## config.mk

```make
export PLATFORM = sky130hd
export DESIGN_NAME = cid_ctrl
export DESIGN_NICKNAME = d
export VERILOG_FILES = /design/src/rtl/core/cid_pkg.sv /design/src/rtl/core/cid_ctrl.sv
export SDC_FILE = /design/constraint.sdc
export NUM_CORES = 1
export LEC_CHECK = 0
export ABC_AREA = 1
export BUFFER_PORTS_ARGS = -buffer_cell sky130_fd_sc_hd__buf_2
export CORE_AREA = 8 8 45 47
export DETAILED_ROUTE_END_ITERATION = 10
export DIE_AREA = 0 0 53 55
export PLACE_DENSITY = 0.42
export SLEW_MARGIN = 20
export SYNTH_ARGS = -nofsm -noshare
export SYNTH_HDL_FRONTEND = slang
export SYNTH_SLANG_ARGS = --single-unit
```

## constraint.sdc

```tcl
create_clock -name clk -period 0.8 [get_ports clk]
set_input_delay 0.08 -clock clk [delete_from_list [all_inputs] [get_ports clk]]
set_output_delay 0.08 -clock clk [all_outputs]
set_load 0.1 [all_outputs]
```

## src/rtl/core/cid_pkg.sv

```systemverilog
package cid_pkg;

    // fixed field widths
    localparam int IDENT_W = 32;
    localparam int SLOT_W  = 10;
    localparam int GEN_W   = 21;

    // command codes
    typedef enum logic [1:0] {
        CMD_ALLOC  = 2'd0,
        CMD_LOOKUP = 2'd1,
        CMD_FREE   = 2'd2,
        CMD_RUN    = 2'd3
    } cmd_t;

    // status codes
    typedef enum logic [1:0] {
        ST_OK     = 2'd0,
        ST_NOFREE = 2'd1,
        ST_BAD    = 2'd2,
        ST_FREED  = 2'd3
    } status_t;

    // controller to datapath
    typedef struct packed {
        logic clear_en;
        logic accept;
        logic finish;
    } ctrl_t;

    // datapath to controller
    typedef struct packed {
        logic clear_last;
    } stat_t;

endpackage

```

## src/rtl/core/cid_ctrl.sv

```systemverilog
module cid_ctrl (
    input  logic           clk,
    input  logic           rst_n,
    input  logic           in_valid,
    output logic           in_stall,
    output logic           out_valid,
    input  logic           out_stall,
    output cid_pkg::ctrl_t ctrl,
    input  cid_pkg::stat_t stat
);

    typedef enum logic [1:0] {
        S_CLEAR,
        S_IDLE,
        S_EXEC
    } state_t;

    state_t state_reg;
    state_t state_next;
    logic   out_valid_reg;
    logic   out_valid_next;
    logic   finish;

    // an item finishes once the output register is free or being emptied
    assign finish   = (state_reg == S_EXEC) && (!out_valid_reg || !out_stall);
    assign in_stall = (state_reg != S_IDLE);

    assign ctrl.clear_en = (state_reg == S_CLEAR);
    assign ctrl.accept   = (state_reg == S_IDLE) && in_valid;
    assign ctrl.finish   = finish;
    assign out_valid     = out_valid_reg;

    // next state
    always_comb
    begin
        state_next = state_reg;
        case (state_reg)
            S_CLEAR:
            begin
                if (stat.clear_last)
                    state_next = S_IDLE;
            end
            S_IDLE:
            begin
                if (in_valid)
                    state_next = S_EXEC;
            end
            S_EXEC:
            begin
                if (finish)
                    state_next = S_IDLE;
            end
            default:
            begin
                state_next = S_CLEAR;
            end
        endcase
    end

    // output word held until taken
    assign out_valid_next = finish || (out_valid_reg && out_stall);

    // state and registered outputs
    always_ff @(posedge clk or negedge rst_n)
    begin
        if (!rst_n)
        begin
            state_reg     <= S_CLEAR;
            out_valid_reg <= 1'b0;
        end
        else
        begin
            state_reg     <= state_next;
            out_valid_reg <= out_valid_next;
        end
    end

    // a finished item always shows a word next cycle
    a_finish_shows: assert property (@(posedge clk) disable iff (!rst_n)
        finish |=> out_valid_reg)
        else $error("finished item did not raise out_valid");

    // no item is taken while clearing
    a_no_accept_clear: assert property (@(posedge clk) disable iff (!rst_n)
        (state_reg == S_CLEAR) |-> !ctrl.accept)
        else $error("item accepted during clearing pass");

    // an accepted item leads to execution
    a_accept_exec: assert property (@(posedge clk) disable iff (!rst_n)
        ctrl.accept |=> (state_reg == S_EXEC))
        else $error("accepted item not executed");

endmodule

```

# Yosys cells after proc, flatten, opt, wreduce, memory -nomap -nowiden
# Cells that the tools add are included.
# word_totals
input_bits	5
out_inout_bits	5
reg_bits	3
# op_classes
n_reduce_logical	9
n_mux	4
n_eq_ne	6
# ops
op	count
$mux W2	3
$pmux W2 S3	1
$ne A2 B1 Y1 const B	2
$ne A2 B2 Y1 const B	2
$logic_and A1 B1 Y1	3
$reduce_and A3 Y1	1
$eq A2 B1 Y1 const B	1
$eq A2 B2 Y1 const B	1
$logic_not A1 Y1	2
$logic_not A2 Y1	1
$logic_or A1 B1 Y1	2

# Logic depth before layout (Yosys ltp)
# Gate-level depths: netlist (run 1).
# logic_depth
depth_word	5
mapped_depth	5

# Least setup slack after synthesis (run 1)
# Ideal clock, no wire load.
# synth_timing
path_type	reg2out
start	register state_reg[1]
end	output ctrl[1] (netlist bit)
path_stages_with_launch	4
arrival_time_ns	2.509
setup_slack_ns	-1.789
path_cell_list	dfrtp_1 inv_1 nand2_1 nor2_1
# synth_rtl
item	line_no	source
start: declaration	cid_ctrl.sv:18	state_t state_reg;
start signal: assignment	cid_ctrl.sv:73	state_reg <= state_next;
end: declaration	cid_ctrl.sv:8	output cid_pkg::ctrl_t ctrl,

==> results of run 1 <==
worst reg2reg max path: stages (launching register included):
cell and delay, ns:
dfrtp_4 0.46, nand2_2 0.07, inv_2 0.05, buf_4 0.13
nand2_2 0.06, nand2_1 0.05, nor2_1 0.08
layer usage:
layer  part of all wire [%]  vias up  global-route usage [%]
met5                      0        -                       0
met2                     63        2                   6.055
met4                      0        0                   6.466
li1                       -      101                       -
met3                    4.7        0                   3.209
met1                     32       90                   3.354
cells in the final DEF (no fill, tap or decap):
cell type	count
buf_12	5
nor2_4	4
buf_2	4
buf_4	4
inv_2	3
nand2_1	3
clkbuf_4	3
buf_6	3
nand2_2	2
inv_1	2
nand2_8	1
o21ai_1	1
o21a_1	1
nor2_1	1
clkbuf_1	1
dlygate4sd3_1	1
dfrtp_4	1
dfrtp_2	1
dfrtp_1	1
what timing repair did:
item                                    in CTS  in global routing
resized for setup                            5                  3
hold endpoints to repair                     3                  0
setup buffers                                1                  2
pin swaps                                    5                  1
hold buffers                                 1                  0
cloned                                       0                  0
endpoints found under the setup margin       8                  8
through the flow:
stage / hold slack (ns) / std cells / setup WS (ns) / instance area, µm²
2_1_floorplan: -0.2156 / 22 / -0.4778 / 214.0
3_3_place_gp: -0.1223 / 50 / -0.2049 / 364.1
3_5_place_dp: -0.1205 / 50 / -0.2126 / 364.1
4_1_cts: 0.07555 / 56 / -0.4008 / 419.2
5_1_grt: 0.07045 / 58 / -0.4409 / 444.2
6_report: 0.08167 / 58 / -0.3867 / 444.2
final timing paths:
path                              start           end  slack, ns
setup / recovery           state_reg[0]       ctrl[0]      -0.39
hold / removal                out_stall     out_valid       0.08
setup reg to reg              out_valid  state_reg[0]      -0.17
hold reg to reg               out_valid     out_valid       0.54
max in group asynchronous         rst_n     out_valid       0.51
min in group asynchronous         rst_n     out_valid       0.17
cell families (layout without fill, tap and decap cells):
kind of cell | count (synthesis) | in the layout | share of synthesized area [%]
AND/OR/NAND/NOR | 11 | 11 | 26.61
AO/OA/AOI/OAI | 2 | 2 | 8.063
flip-flops | 3 | 3 | 48.39
buffers and inverters | 6 | 26 | 16.94
final cells by class:
type                            instances  share of cell area, %
Clock buffer                            4                  5.915
Tap cell                               16                  4.507
Inverter                                5                  4.225
Timing Repair Buffer                   17                  43.66
Sequential cell                         3                  18.03
Multi-Input combinational cell         13                  23.66
==> out/results.tsv, run 1 <==
metric	value	unit
outcome	finished with violations	
violations	setup timing	
yosysSeqAreaShare	48.39	%
yosys_most_used_dff	dfrtp_1	
cp_slowest_cell	dfrtp_2	
crit_arrival	1.11	ns
clock-sinks	3	
vias	193	
maxSlewHeadroom	91.08	%
drc	0	
core	0.001384	mm²
critPathBufInv	2	
clk_latency	0.23	ns
crit_cells	4	
drt_wl_total	466	µm
worstHoldPathCells	3	
antenna_found_initial	0	
fillers	146	
grt_pass1_vias	209	
yosysTopAreaCell	dfrtp_1	
hold_path.class	in2reg	
setup_viol	8	
ys_seq_elements	3	
die_area	0.002915	mm²
cts_root_buf	clkbuf_4	
via_per_inst	3.328	
drt_pass1_iterations	1	
ant_nets	0	
routabilityCongestion	0.7021	
critical_path_class	reg2out	
area.sequential	80.08	µm²
min_period	1.187	ns
drtIter0Drc	0	
syn2layout_area_growth	186.3	%
largest_reg_flops	2	
fin_skew	0.0009908	ns
htree_num_levels	1	
multi_input_area	105.1	µm²
drv_slew	0	
fp.dieW	53	µm
hold_violations	0	
rows	14	
io_pins	10	
crit_path_start_kind	register	
rsz0062_at_grt	true	
final_nets	48	
crit_chain	nor2_4 -> inv_2 -> nor2_4 -> buf_12	
globalRouteTotalUtil	4.376	%
synth-edff-count	0	
start_util	11.21	%
synth.avg_cell_area	7.052	µm²
routedWlPerCell	8.034	µm
grt_pass1_wl	807	µm
synthesis.instances	22	
async_reset_ff_share	100.0	%
dieHeight	55	µm
tritoncts	built	
grt_overflow	0	
utilization	32.10	%
synth.distinct_cells	7	
synth_warnings	0	
cts_buffers	3	
crit_top_cell	nor2_4	
setup_slack	-0.3867	ns
critPathTopFamily	flip-flops	
yosysMostFrequentCell	nand2_1	
maxCapViolCount	0	
r2r_cells	6	
drive_gt1_share	73.81	%
synthesis.area	155.1	µm²
fin_tns_setup	-2.203	ns
diodes	0	
yosys-top-cells-area	dfrtp_1 (48%), nand2_1 (15%), inv_1 (12%)	
clk_pin_slew	0.04	ns
synth_nets	27	
crit_fanout	2	
cp_data_required_time	0.72	ns
clk_path_buf_depth	2	
worst-slew-pin-transition	0.1336	ns
port_buffers	9	
synth.top_cell.area_share	48.39	%
fmax	842.7	MHz
cpPeakStageDelay	0.42	ns
grt_start_max_net_pins	4	
synth_commonest_cells	nand2_1 (6), inv_1 (5), nor2_1 (5)	
period_share	148.3	%
endpoint_kind	output pin	
Power of run 1 is left out: the tool's default activity adds up to more than one toggle a clock period on the data nets, which glitch-free logic cannot reach.
==> run 2, diff against run 1 <==
--- a/config.mk
+++ b/config.mk
@@ -5,12 +5,13 @@
 export SDC_FILE = /design/constraint.sdc
 export NUM_CORES = 1
 export LEC_CHECK = 0
-export ABC_AREA = 1
 export BUFFER_PORTS_ARGS = -buffer_cell sky130_fd_sc_hd__buf_2
+export CELL_PAD_IN_SITES_DETAIL_PLACEMENT = 0
+export CELL_PAD_IN_SITES_GLOBAL_PLACEMENT = 1
 export CORE_AREA = 8 8 45 47
 export DETAILED_ROUTE_END_ITERATION = 10
 export DIE_AREA = 0 0 53 55
-export PLACE_DENSITY = 0.42
+export PLACE_DENSITY = 0.5
 export SLEW_MARGIN = 20
 export SYNTH_ARGS = -nofsm -noshare
 export SYNTH_HDL_FRONTEND = slang
==> run 2 against run 1 <==
Effect of this change:
- largest cell class unchanged
- area after synthesis down 2.4%
- synthesized cell count down 32%
- fmax is 2.9% lower
- the run still ends with setup timing left
- critical endpoint is now ctrl[1]
- sequential share of layout area is 3.0 points higher
- cell count is 19% lower
- clock skew is 0.0053 ns higher
- via count down 12%
- wire length increased by 8.2%
- die area is the same
- count of clock-buffer cells in the layout is the same
==> out/results.tsv, run 2 <==
metric	value	unit	change
drtIter0Drc	0		unchanged
final_nets	37		-23%
port_buffers	9		unchanged
synth.top_cell.area_share	49.59	%	+1.2 points
area.sequential	78.83	µm²	-1.6%
globalRouteTotalUtil	4.869	%	+0.49 points
async_reset_ff_share	100.0	%	unchanged
hold_violations	0		unchanged
violations	setup timing		
yosysMostFrequentCell	dfrtp_1		
min_to	state_reg[0]		
endpoint_kind	output pin		
critical_path_class	reg2out		
routabilityCongestion	0.5665		-19%
crit_arrival	1.14	ns	+0.03 ns
largest_reg_flops	2		unchanged
reg2reg_setup_slack	-0.18	ns	about the same
grt_pass1_vias	208		-0.48%
crit_path_start_kind	register		
core	0.001384	mm²	unchanged
layout.cells.most_common	buf_12		
hold_path.class	in2reg		
tritoncts	built		
synth.avg_cell_area	10.09	µm²	+43%
multi_input_area	93.84	µm²	-11%
outcome	finished with violations		
synth.distinct_cells	11		+4
grt_start_max_net_pins	6		+2
utilization	27.12	%	-5.0 points
dieHeight	55	µm	unchanged
cp-startpoint	state_reg[1]		
synthesis.area	151.4	µm²	-2.4%
fin_tns_setup	-2.245	ns	-0.04171 ns
grt_overflow	0		unchanged
yosys_most_used_dff	dfrtp_1		
synthesis.instances	15		-32%
hold_ws	0.04310	ns	-0.03857 ns
synth_nets	20		-26%
cts_buffers	3		unchanged
r2r-end	state_reg[1]		
cp_data_required_time	0.72	ns	about the same
synth-edff-count	0		unchanged
synth_warnings	0		unchanged
start_util	10.94	%	-0.27 points
worstHoldPathCells	2		-1
ys_seq_elements	3		unchanged
min_from	in_valid		
dp_hpwl	419.2	µm	
clk_path_buf_depth	2		unchanged
ant_nets	0		unchanged
syn2layout_area_growth	147.9	%	
drt_wl_total	504	µm	+8.2%
cts_root_buf	clkbuf_4		
antenna_found_initial	0		unchanged
rsz0062_at_grt	true		
fin_skew	0.006290	ns	+0.005299 ns
synth_commonest_cells	dfrtp_1 (3), nand2_1 (2), nand2b_1 (2)		
setup_slack	-0.4222	ns	-0.03555 ns
via_per_inst	3.596		+8.1%
maxCapViolCount	0		unchanged
fmax	818.2	MHz	-2.9%
drv_slew	0		unchanged
routedWlPerCell	10.72	µm	+33%
diodes	0		unchanged
clock-sinks	3		unchanged
setup_viol	8		unchanged
htree_num_levels	1		unchanged
final_cell_mix	buf_12 (5), buf_2 (4), clkbuf_4 (3)		
grt_pass1_wl	924	µm	+14%
yosysTopAreaCell	dfrtp_1		
r2r_cells	3		-3
min_period	1.222	ns	+0.03555 ns
worst-slew-pin-transition	0.1603	ns	+0.02676 ns
clk_latency	0.24	ns	about the same
maxSlewHeadroom	89.32	%	-1.8 points
crit_fanout	4		+2
die_area	0.002915	mm²	unchanged
r2r-start	state_reg[0]		
yosysSeqAreaShare	49.59	%	+1.2 points
fp.dieW	53	µm	unchanged
clk_pin_slew	0.04	ns	about the same
period_share	152.8	%	+4.4 points
drc	0		unchanged
drt_pass1_iterations	1		unchanged
fillers	145		-0.68%
drive_gt1_share	67.74	%	-6.1 points
rows	14		unchanged
io_pins	10		unchanged
vias	169		-12%
yosys-top-cells-area	dfrtp_1 (50%), nand2b_1 (8.3%), o21ba_1 (6.6%)		
## run 2: cell count changes after synthesis, sizes merged
cell | previous run | this run
o2bb2ai | 0 | 1
and3b | 0 | 1
o21ai | 1 | 0
a21oi | 0 | 1
o21bai | 0 | 1
o21a | 1 | 0
o21ba | 0 | 1
nor2 | 5 | 1
nand2 | 6 | 2
nand2b | 0 | 2
inv | 5 | 0
nand3 | 0 | 1
## run 2: cell families (layout without fill, tap and decap cells)
| family | Yosys count | in the layout | synth area share, % |
|---|---|---|---|
| and+or+nand+nor | 7 | 7 | 24.79 |
| DFF | 3 | 3 | 49.59 |
| AOI/OAI and AO/OA | 4 | 4 | 20.66 |
| buffers and inverters | 1 | 17 | 4.961 |
## run 2: critical path, cell delays in order (launching register included)
cell and delay (ns):
dfrtp_1 0.40, and3b_4 0.33, buf_12 0.17
## run 2: repair_timing
action | CTS | global route
gates resized for setup | 1 | 1
endpoints found under the setup margin | 8 | 8
setup buffers | 0 | 0
endpoints found under the hold margin | 3 | 0
hold buffers | 1 | 0
## run 2: worst max path at each step
stage	endpoint	slack, ns
after floorplan	state_reg[1]	-0.39
after global placement	state_reg[1]	-0.17
after detailed placement	state_reg[1]	-0.19
after CTS	ctrl[1]	-0.43
after global routing	ctrl[0]	-0.48
final	ctrl[1]	-0.42
## run 2: cell type report
cell class / count / area share, %
tap: 16 / 5.333
multi-input combinational: 11 / 25.00
clock buffer: 4 / 7.000
timing repair buffer: 13 / 41.67
sequential: 3 / 21.00
## run 2: metal layers
| metal | GRT usage (%) | routed length [µm] |
|---|---|---|
| met2 | 5.664 | 166 |
| met3 | 6.150 | 122 |
| met1 | 3.811 | 200 |
| met5 | 0 | 0 |
| met4 | 5.172 | 14 |
## run 2: metrics by stage
stage	instance area [µm²]	setup slack, ns	instances
6_report	375.4	-0.4222	47
5_1_grt	375.4	-0.4751	47
4_1_cts	372.9	-0.4335	47
3_5_place_dp	332.8	-0.1885	42
3_3_place_gp	332.8	-0.1739	42
2_1_floorplan	181.4	-0.3924	15
Power of run 2 is left out for the same reason.
==> run 3, diff against run 2 <==
--- a/config.mk
+++ b/config.mk
@@ -5,13 +5,14 @@
 export SDC_FILE = /design/constraint.sdc
 export NUM_CORES = 1
 export LEC_CHECK = 0
+export ABC_AREA = 1
 export BUFFER_PORTS_ARGS = -buffer_cell sky130_fd_sc_hd__buf_2
 export CELL_PAD_IN_SITES_DETAIL_PLACEMENT = 0
 export CELL_PAD_IN_SITES_GLOBAL_PLACEMENT = 1
 export CORE_AREA = 8 8 45 47
 export DETAILED_ROUTE_END_ITERATION = 10
 export DIE_AREA = 0 0 53 55
-export PLACE_DENSITY = 0.5
+export PLACE_DENSITY = 0.52
 export SLEW_MARGIN = 20
 export SYNTH_ARGS = -nofsm -noshare
 export SYNTH_HDL_FRONTEND = slang
==> run 3 against run 2 <==
Effect of this change:
- the run still ends with setup timing left
- hold slack gained 0.024 ns
- fmax is 0.96% higher
- sequential share of layout area down 1.9 points
- clock skew is 0.0062 ns lower
- wire length is 1.6% lower
- die area unchanged
- count of clock-buffer cells in the layout is the same
- global-route usage shrank 0.39 points
- setup slack improved by 0.012 ns
- critical path type unchanged
- largest cell class unchanged
==> out/results.tsv, run 3 (same netlist as run 1, synthesis figures left out) <==
metric	value	unit	change
violations	setup timing		
htree_num_levels	1		unchanged
drv_slew	0		unchanged
fin_skew	0.0001259	ns	-0.006164 ns
drt_pass1_iterations	2		+1
diodes	0		unchanged
cp_data_required_time	0.72	ns	about the same
fp.dieW	53	µm	unchanged
hold_path.class	in2reg		
grt_start_max_net_pins	4		-2
ant_nets	0		unchanged
routedWlPerCell	9.018	µm	-16%
via_per_inst	3.327		-7.5%
die_area	0.002915	mm²	unchanged
rsz0062_at_grt	true		
dp_slack	-0.2034	ns	-0.01491 ns
rows	14		unchanged
maxSlewHeadroom	91.59	%	+2.3 points
worst-slew-pin-transition	0.1248	ns	-0.03553 ns
antenna_found_initial	0		unchanged
period_share	151.3	%	-1.4 points
outcome	finished with violations		
tritoncts	built		
cts_root_buf	clkbuf_4		
globalRouteTotalUtil	4.481	%	-0.39 points
drtIter0Drc	2		+2
stdcell_area	419.2	µm²	+12%
setup_slack	-0.4107	ns	+0.01156 ns
io_pins	10		unchanged
clock-sinks	3		unchanged
place_area	376.6	µm²	+13%
largest_reg_flops	2		unchanged
drc	0		unchanged
crit_arrival	1.13	ns	about the same
clk_latency	0.23	ns	about the same
vias	183		+8.3%
fmax	826.0	MHz	+0.96%
grt_pass1_vias	201		-3.4%
final_cell_mix	buf_12 (6), nand2_1 (4), buf_2 (4)		
drive_gt1_share	69.23	%	+1.5 points
min_period	1.211	ns	-0.01156 ns
endpoint_kind	output pin		
cts_buffers	3		unchanged
dieHeight	55	µm	unchanged
clk_path_buf_depth	2		unchanged
area.sequential	80.08	µm²	+1.6%
setup_viol	7		-1
post_cts_buffers	0		unchanged
hold_ws	0.06735	ns	+0.02425 ns
maxCapViolCount	0		unchanged
critical_path_class	reg2out		
grt_overflow	0		unchanged
layout.cells.most_common	buf_12		
clk_pin_slew	0.04	ns	about the same
port_buffers	9		unchanged
crit_fanout	3		-1
multi_input_area	97.59	µm²	+4.0%
start_util	11.21	%	+0.27 points
drt_wl_total	496	µm	-1.6%
final_nets	45		+22%
hold_violations	0		unchanged
fin_tns_setup	-2.022	ns	+0.2230 ns
core	0.001384	mm²	unchanged
fillers	150		+3.4%
syn2layout_area_growth	170.2	%	
routabilityCongestion	0.6156		+8.7%
crit_path_start_kind	register		
grt_pass1_wl	828	µm	-10%
dp_hpwl	412.7	µm	-1.6%
-- run 3: cell types whose count changed in the layout (fill, tap and decap cells not counted), sizes merged, moves of 2 or more --
cell    before  now
nand2b       2    0
nand2        2    6
inv          0    5
nor2         1    5
-- run 3: per-stage QoR --
stage	util (%)	cells
floorplan	-	22
global placement	27.22	50
detailed placement	27.22	50
CTS	30.29	55
global route	30.29	55
finish	30.29	55
-- run 3: layout make-up --
class                      instances  area share [%]
clock buffer                       4           6.269
tap                               16           4.776
inverter                           5           4.478
multi-input combinational         13           23.28
sequential                         3           19.10
timing repair buffer              14           42.09
-- run 3: path summary, 6_finish.rpt --
kind | start | end | slack (ns) | cells past startpoint
setup / recovery | state_reg[1] | ctrl[1] | -0.41 | 5
hold / removal | out_stall | out_valid | 0.07 | 3
max in group asynchronous | rst_n | out_valid | 0.49 | 2
setup reg to reg | state_reg[0] | state_reg[0] | -0.14 | 5
min in group asynchronous | rst_n | state_reg[1] | 0.18 | 2
hold reg to reg | out_valid | out_valid | 0.56 | 2
-- run 3: repair_timing --
action | 4_1_cts | 5_1_grt
setup endpoints to repair | 7 | 7
hold endpoints to repair | 3 | 0
hold buffers | 1 | 0
gates resized for setup | 3 | 0
pin swaps | 1 | 0
-- run 3: metal layers --
layer | vias up | routed length [µm] | global-route usage, % | share of wire (%)
met2 | 10 | 191 | 5.273 | 39
met1 | 78 | 212 | 4.103 | 43
met5 | - | 0 | 0 | 0
li1 | 95 | - | - | -
met4 | 0 | 0 | 2.586 | 0
met3 | 0 | 92 | 5.882 | 19
-- run 3: critical path: stages, from the launching register on --
cell and delay (ns):
dfrtp_1 0.38, inv_2 0.09, buf_12 0.11, nand2_8 0.05, nor2_4 0.10, buf_12 0.18
Power of run 3 is left out for the same reason.
